## config.mk

```make
export PLATFORM = sky130hd
export DESIGN_NAME = sat_cell
export DESIGN_NICKNAME = d
export VERILOG_FILES = /design/src/rtl/sat_pkg.sv /design/src/rtl/sat_cell.sv
export SDC_FILE = /design/constraint.sdc
export NUM_CORES = 1
export LEC_CHECK = 0
export BUFFER_PORTS_ARGS = -buffer_cell sky130_fd_sc_hd__buf_2
export CAP_MARGIN = 5
export CELL_PAD_IN_SITES_DETAIL_PLACEMENT = 2
export CELL_PAD_IN_SITES_GLOBAL_PLACEMENT = 2
export CORE_MARGIN = 3
export CORE_UTILIZATION = 22
export CTS_BUF_LIST = sky130_fd_sc_hd__clkbuf_4 sky130_fd_sc_hd__clkbuf_8 sky130_fd_sc_hd__clkbuf_16
export CTS_CLUSTER_SIZE = 12
export DETAILED_ROUTE_END_ITERATION = 16
export PLACE_DENSITY_LB_ADDON = 0.1
export REMOVE_ABC_BUFFERS = 1
export SYNTH_ARGS = -nofsm -noshare
export SYNTH_HDL_FRONTEND = slang
export SYNTH_SLANG_ARGS = --single-unit
```

## constraint.sdc

```tcl
create_clock -name clk -period 3.5 [get_ports clk]
set_input_delay 0 -clock clk [delete_from_list [all_inputs] [get_ports clk]]
set_output_delay 0 -clock clk [all_outputs]
set_load 0.02 [all_outputs]
```

## src/rtl/sat_pkg.sv

```systemverilog
package sat_pkg;

  typedef enum logic [1:0] {
    OP_INSERT = 2'd0,
    OP_DELETE = 2'd1,
    OP_SEARCH = 2'd2,
    OP_GET    = 2'd3
  } op_t;

  typedef enum logic [1:0] {
    STATUS_OK        = 2'd0,
    STATUS_FULL      = 2'd1,
    STATUS_BAD_INDEX = 2'd2,
    STATUS_NOT_FOUND = 2'd3
  } status_t;

  typedef enum logic [1:0] {
    ST_IDLE,
    ST_EXEC,
    ST_EMIT
  } state_t;

  // broadcast to every cell of the row
  typedef struct packed {
    logic               ins_en;
    logic               del_en;
    logic signed [31:0] key;
  } cell_ctrl_t;

endpackage

```

## src/rtl/sat_cell.sv

```systemverilog
module sat_cell import sat_pkg::*; #(
  parameter int INDEX = 0,
  parameter int CW    = 7,
  parameter int AW    = 7
) (
  input  logic               clk,
  input  cell_ctrl_t         ctrl,
  input  logic [CW-1:0]      count,
  input  logic [AW-1:0]      pos,
  input  logic signed [31:0] prev_val,
  input  logic               prev_gt,
  input  logic signed [31:0] next_val,
  output logic signed [31:0] val,
  output logic               gt,
  output logic               place
);

  localparam logic [CW-1:0] MY_INDEX   = CW'(INDEX);
  localparam logic [CW-1:0] NEXT_INDEX = CW'(INDEX + 1);
  localparam logic [AW-1:0] MY_ADDR    = AW'(INDEX);

  logic occupied;
  logic shift_down;

  assign occupied = MY_INDEX < count;
  assign gt       = occupied && (val > ctrl.key);
  // first cell whose entry is greater than the key, or the first free cell
  assign place    = !prev_gt && (gt || (MY_INDEX == count));
  assign shift_down = (MY_ADDR >= pos) && (NEXT_INDEX < count);

  always_ff @(posedge clk) begin
    if (ctrl.ins_en) begin
      if (prev_gt) begin
        val <= prev_val;
      end else if (place) begin
        val <= ctrl.key;
      end
    end else if (ctrl.del_en && shift_down) begin
      val <= next_val;
    end
  end

endmodule

```

==> flow_metrics.tcl, run 1 <==
set metrics [dict create \
    criticalPathCategory "flip-flop to flip-flop" \
    holdBufCountCts 0 \
    worstHoldPathCells 3 \
    antenna_left 0 \
    critPathMaxFanout 12 \
    wl_per_cell_um 15.47 \
    regMostFlops "val" \
    fmax_ghz 0.3949 \
    dp.cells 554 \
    use_met2 0.2289 \
    hold_class "primary input to flip-flop" \
    largestRegisters "val x32" \
    first_pass_iters 2 \
    crit_path_end_kind "flip-flop" \
    maxCapViolations 0 \
    root_buffer "clkbuf_16" \
    postSynthAreaPerCell_um2 9.288 \
    synth_compound_area_frac 0.1342 \
    crit_required_ns 3.47 \
    tightest_slew_ns 0.6311 \
    use_met3 0.03714 \
    yosysSeqAreaShare 0.3776 \
    grt_max_degree 65 \
    core_um2 11080 \
    critPathSlowestCell "edfxtp_1" \
    syn_to_final_growth_pct 41.30 \
    ys_types 32 \
    hold_slack_ns 0.05089 \
    yosys.area_share.simple 0.1401 \
    numCtsBuffers 5 \
    timing.rr.start "val[31]" \
    reg2regPathDepth 7 \
    finalHoldViolations 0 \
    p_clk_frac 0.334 \
    synth_top_family_by_area "adder cells" \
    nets 567 \
    arrival_ns 2.50 \
    startpoint "val[31]" \
    grt_usage 0.1358 \
    clk_path_buf_depth 2 \
    use_met1 0.1763 \
    p_comb_frac 0.287 \
    dieWidth_um 113.6 \
    sw_frac_of_total 0.2996 \
    switchingPower_w 0.0003797 \
    drv_slew 0 \
    overflow 0 \
    clock-sinks 32 \
    status "complete, no violations" \
    critPathMaxStageDelay_ns 0.38 \
    n_antenna_cell 0 \
    intPower_w 0.0008876 \
    regToRegEndpoint "val[9]" \
    final_cells 562 \
    viasPerCell 4.575 \
    antenna_found_initial 0 \
    whs_endpoint "val[23]" \
    setup_violations 0 \
    drt-initial-drc-count 46 \
    post_cts.repair.setup_buffers 0 \
    cts_tree "yes" \
    yosys_warnings 0 \
    drt_wl_total_um 8693 \
    clkTransAtPathRegs_ns 0.05 \
    gp_congestion 0.7130 \
    rsz0062_at_grt "false" \
    p_seq_frac 0.379 \
    dp_hpwl_um 7448 \
    muxShareOfSynthArea 0.1259 \
    ys_seq_elements 32 \
    largest_reg_flops 32 \
    nFillCells 1289 \
    synth_xor_area_frac 0 \
    grt_pass1_vias 2854 \
    die_h_um 113.6 \
    grt_pass1_wl_um 14010 \
    fin_worst_skew_ns 0.003882 \
    io_buffers 147 \
    fin_util 0.3246 \
    htreeDepth 2 \
    reg2reg_slack_ns 0.97 \
    num_rows 38 \
    regArea_um2 960.9 \
    multi_input_area_um2 1430 \
    holdCritStartpoint "next_val[23]" \
    synth_fa_ha_area_frac 0.1573 \
    drcViolationCount 0 \
    path_cells "ha_1 > nand2_1 > or2_1 > nor4_2 > o31ai_1 > a21oi_4 > buf_4" \
    min_period_ns 2.533 \
    pin_count 148 \
    fin_crit_sh 0.7236 \
    insertion_delay_ns 0.27 \
    powerDensity_nw_per_um2 352.4 \
    leakagePower_nw 1.805 \
    final_common_cell "buf_2" \
    cts_resized 0 \
    initial_core_util 0.2297 \
    vias 2571 \
    crit_path_start_kind "flip-flop" \
    layout_common_cells "buf_2 (147), a21oi_1 (46), nor2_1 (38)" \
    grt_busiest_layer "met2" \
    synthesis.instances 274 \
    syn_area_um2 2545 \
    drive_above_1_share 0.3863 \
    ir_worst_vdd_mv 0.1409 \
    die_area_um2 12890 \
    max_slew_margin 0.5793 \
]
==> cells in the mapped netlist <==
master / count / area [µm²]
a21oi_1: 47 / 235.2
nor2_1: 38 / 142.6
edfxtp_1: 32 / 960.9
ha_1: 32 / 400.4
inv_1: 32 / 120.1
mux2i_1: 32 / 320.3
nand2_1: 10 / 37.54
clkbuf_1: 8 / 30.03
nand4_1: 5 / 31.28
nor4_1: 4 / 25.02
buf_2: 3 / 15.01
nor3_1: 3 / 15.01
o21ai_0: 3 / 15.01
nand3_2: 2 / 20.02
nand3b_1: 2 / 15.01
nor2b_1: 2 / 12.51
o21a_1: 2 / 15.01
o22ai_1: 2 / 12.51
or2_1: 2 / 12.51
a211oi_1: 1 / 7.510
a21o_1: 1 / 7.510
a221o_1: 1 / 10.01
a311oi_1: 1 / 8.760
a31oi_1: 1 / 6.260
and3_1: 1 / 6.260
nand3_1: 1 / 5.000
nand4_2: 1 / 12.51
nor4_2: 1 / 12.51
nor4b_1: 1 / 8.760
o211ai_1: 1 / 7.510
o2bb2ai_1: 1 / 8.760
o31ai_1: 1 / 7.510
==> through the flow <==
step                TNS [ns]  setup WS [ns]  instance area (µm²)  power (W)
detailed placement         0         0.9087                 3452  0.0008633
CTS                        0         0.9029                 3596   0.001301
floorplan             -2.544       -0.07951                 2500  0.0006806
finish                     0         0.9674                 3596   0.001267
global route               0         0.7291                 3596   0.001355
global placement           0         0.9488                 3452  0.0008518
==> power by group through the flow <==
stage               Sequential, W  Combinational (W)  Clock (W)
CTS                      0.000481           0.000377   0.000443
finish                   0.000480           0.000364   0.000423
global placement         0.000487           0.000365          0
detailed placement       0.000489           0.000374          0
floorplan                0.000528           0.000153          0
global route             0.000485           0.000417   0.000453
==> metal layers <==
layer / vias to the layer above / share of wire / wire (µm)
li1: 1286 / - / -
met1: 1198 / 0.44 / 3834
met2: 83 / 0.48 / 4170
met3: 4 / 0.073 / 635
met4: 0 / 0.0061 / 53
met5: - / 0 / 0
==> worst max-delay path: cells and delay by family (launching register included) <==
kind | cells | cell delay (ns)
buffers and inverters | 1 | 0.29
DFF | 1 | 0.38
AOI/OAI and AO/OA | 2 | 0.56
and+or+nand+nor | 3 | 0.67
adders and majority gates | 1 | 0.33
==> cells by family (layout without fill, tap and decap cells) <==
| family | Yosys count | count (layout) |
|---|---|---|
| buf+inv | 43 | 191 |
| flops | 32 | 32 |
| compound gates | 62 | 62 |
| simple gates | 73 | 73 |
| fa+ha+maj | 32 | 32 |
| mux | 32 | 32 |
==> area by class of cell <==
class,instances,share of cell area
clock buffer,6,0.03688
clock inverter,2,0.003132
inverter,32,0.03340
multi-input combinational,199,0.3977
sequential,32,0.2672
tap,140,0.04871
timing repair buffer,151,0.2129
==> how the worst max path moves through the flow <==
stage | to | slack, ns
6_report | val[9] | 0.97
5_1_grt | val[11] | 0.73
4_1_cts | val[2] | 0.90
3_5_place_dp | val[8] | 0.91
3_3_place_gp | val[9] | 0.95
2_1_floorplan | val[0] | -0.08
Power figures use the tool's default switching activity.
==> inputs of run 2 (changes only) <==
--- a/config.mk
+++ b/config.mk
@@ -10,7 +10,7 @@
 export CELL_PAD_IN_SITES_DETAIL_PLACEMENT = 2
 export CELL_PAD_IN_SITES_GLOBAL_PLACEMENT = 2
 export CORE_MARGIN = 3
-export CORE_UTILIZATION = 22
+export CORE_UTILIZATION = 24
 export CTS_BUF_LIST = sky130_fd_sc_hd__clkbuf_4 sky130_fd_sc_hd__clkbuf_8 sky130_fd_sc_hd__clkbuf_16
 export CTS_CLUSTER_SIZE = 12
 export DETAILED_ROUTE_END_ITERATION = 16
==> constraint.sdc (replaced) <==
create_clock -name clk -period 2.61 [get_ports clk]
set_input_delay 0 -clock clk [delete_from_list [all_inputs] [get_ports clk]]
set_output_delay 0 -clock clk [all_outputs]
set_load 0.02 [all_outputs]
==> flow_metrics.tcl, run 2 (synthesized netlist as in run 1, its figures left out) <==
set metrics [dict create \
    drt-initial-drc-count 58 \
    fmax_ghz 0.4134 \
    gp_congestion 0.7135 \
    grt_usage 0.1479 \
    post_cts.repair.setup_buffers 0 \
    criticalPathCategory "flip-flop to primary output" \
    die_h_um 109.0 \
    pin_count 148 \
    ir_worst_vdd_mv 0.1484 \
    first_pass_iters 6 \
    setup_tns_ns 0 \
    crit_path_start_kind "flip-flop" \
    arrival_ns 2.42 \
    setup_violations 0 \
    holdBufCountCts 0 \
    regMostFlops "val" \
    nets 567 \
    grt_pass1_wl_um 13530 \
    numCtsBuffers 5 \
    n_antenna_cell 0 \
    largestRegisters "val x32" \
    vias 2548 \
    hold_slack_ns 0.03988 \
    clock-sinks 32 \
    drv_slew 0 \
    cts_tree "yes" \
    crit_required_ns 2.61 \
    hold_class "primary input to flip-flop" \
    grt_pass1_vias 2714 \
    initial_core_util 0.2534 \
    max_slew_margin 0.5863 \
    maxCapViolations 0 \
    dp_hpwl_um 7480 \
    overflow 0 \
    clk_path_buf_depth 2 \
    wl_per_cell_um 15.98 \
    dieWidth_um 109.0 \
    crit_path_end_kind "primary output" \
    leakagePower_nw 1.780 \
    finalHoldViolations 0 \
    fin_crit_sh 0.9268 \
    htreeDepth 2 \
    viasPerCell 4.599 \
    fin_worst_skew_ns 0.002596 \
    num_rows 36 \
    die_area_um2 11880 \
    final_common_cell "buf_2" \
    root_buffer "clkbuf_8" \
    largest_reg_flops 32 \
    drcViolationCount 0 \
    antenna_left 0 \
    status "complete, no violations" \
    drive_above_1_share 0.3824 \
    layout_common_cells "buf_2 (147), a21oi_1 (46), nor2_1 (38)" \
    syn_to_final_growth_pct 38.79 \
    io_buffers 147 \
    clkTransAtPathRegs_ns 0.07 \
    nFillCells 1206 \
    tightest_slew_ns 0.6205 \
    powerDensity_nw_per_um2 423.7 \
    post-route-cell-area_um2 3532 \
    cts_resized 0 \
    placed_cell_area_um2 3456 \
    min_period_ns 2.419 \
    antenna_found_initial 1 \
    drt_wl_total_um 8855 \
    critPathMaxFanout 4 \
    rsz0062_at_grt "false" \
    core_um2 10040 \
    insertion_delay_ns 0.28 \
    p_total_w 0.001497 \
    grt_max_degree 63 \
]
[run 2: layout make-up]
| class | instances | area, µm² | area share |
|---|---|---|---|
| timing repair buffer | 151 | 778.2 | 0.2203 |
| clock inverter | 2 | 7.507 | 0.002125 |
| multi-input combinational | 199 | 1430 | 0.4049 |
| sequential | 32 | 960.9 | 0.2721 |
| inverter | 32 | 120.1 | 0.03401 |
| clock buffer | 5 | 68.82 | 0.01948 |
| tap | 133 | 166.4 | 0.04711 |
[run 2: per-stage QoR]
step                      utilization  setup slack, ns  std cells
after global routing           0.3516          0.01081        554
after global placement         0.3440           0.3099        547
after detailed placement       0.3440           0.2620        547
after floorplan                     -          -0.9695        263
after CTS                      0.3516           0.1353        554
final                          0.3516           0.1910        554
[run 2: worst paths after layout]
check | to | from | slack, ns | cells after the start
worst max-delay path | place | val[29] | 0.19 | 7
worst max register to register | val[20] | val[29] | 0.27 | 7
worst min-delay path | val[28] | next_val[28] | 0.04 | 3
worst min register to register | val[3] | val[30] | 1.30 | 5
[run 2: where the power goes]
part / total, W / switching, W / internal [W]
clock: 0.000359 / 0.000183 / 0.000176
combinational: 0.000494 / 0.000283 / 0.000211
sequential: 0.000644 / 0.0000219 / 0.000622
[run 2: metal layers]
| layer | global-route usage | wire length, µm | vias to the layer above |
|---|---|---|---|
| li1 | - | - | 1279 |
| met1 | 0.1766 | 3683 | 1168 |
| met2 | 0.2649 | 4325 | 92 |
| met3 | 0.03908 | 756 | 7 |
| met4 | 0.03246 | 76 | 2 |
| met5 | 0 | 13 | - |
[run 2: critical path, cell delays in order, from the launching register on]
cell	delay (ns)
edfxtp_1	0.39
ha_1	0.34
nand3_2	0.12
or2_1	0.26
nor4_2	0.30
o31ai_1	0.19
a311oi_1	0.31
buf_2	0.23
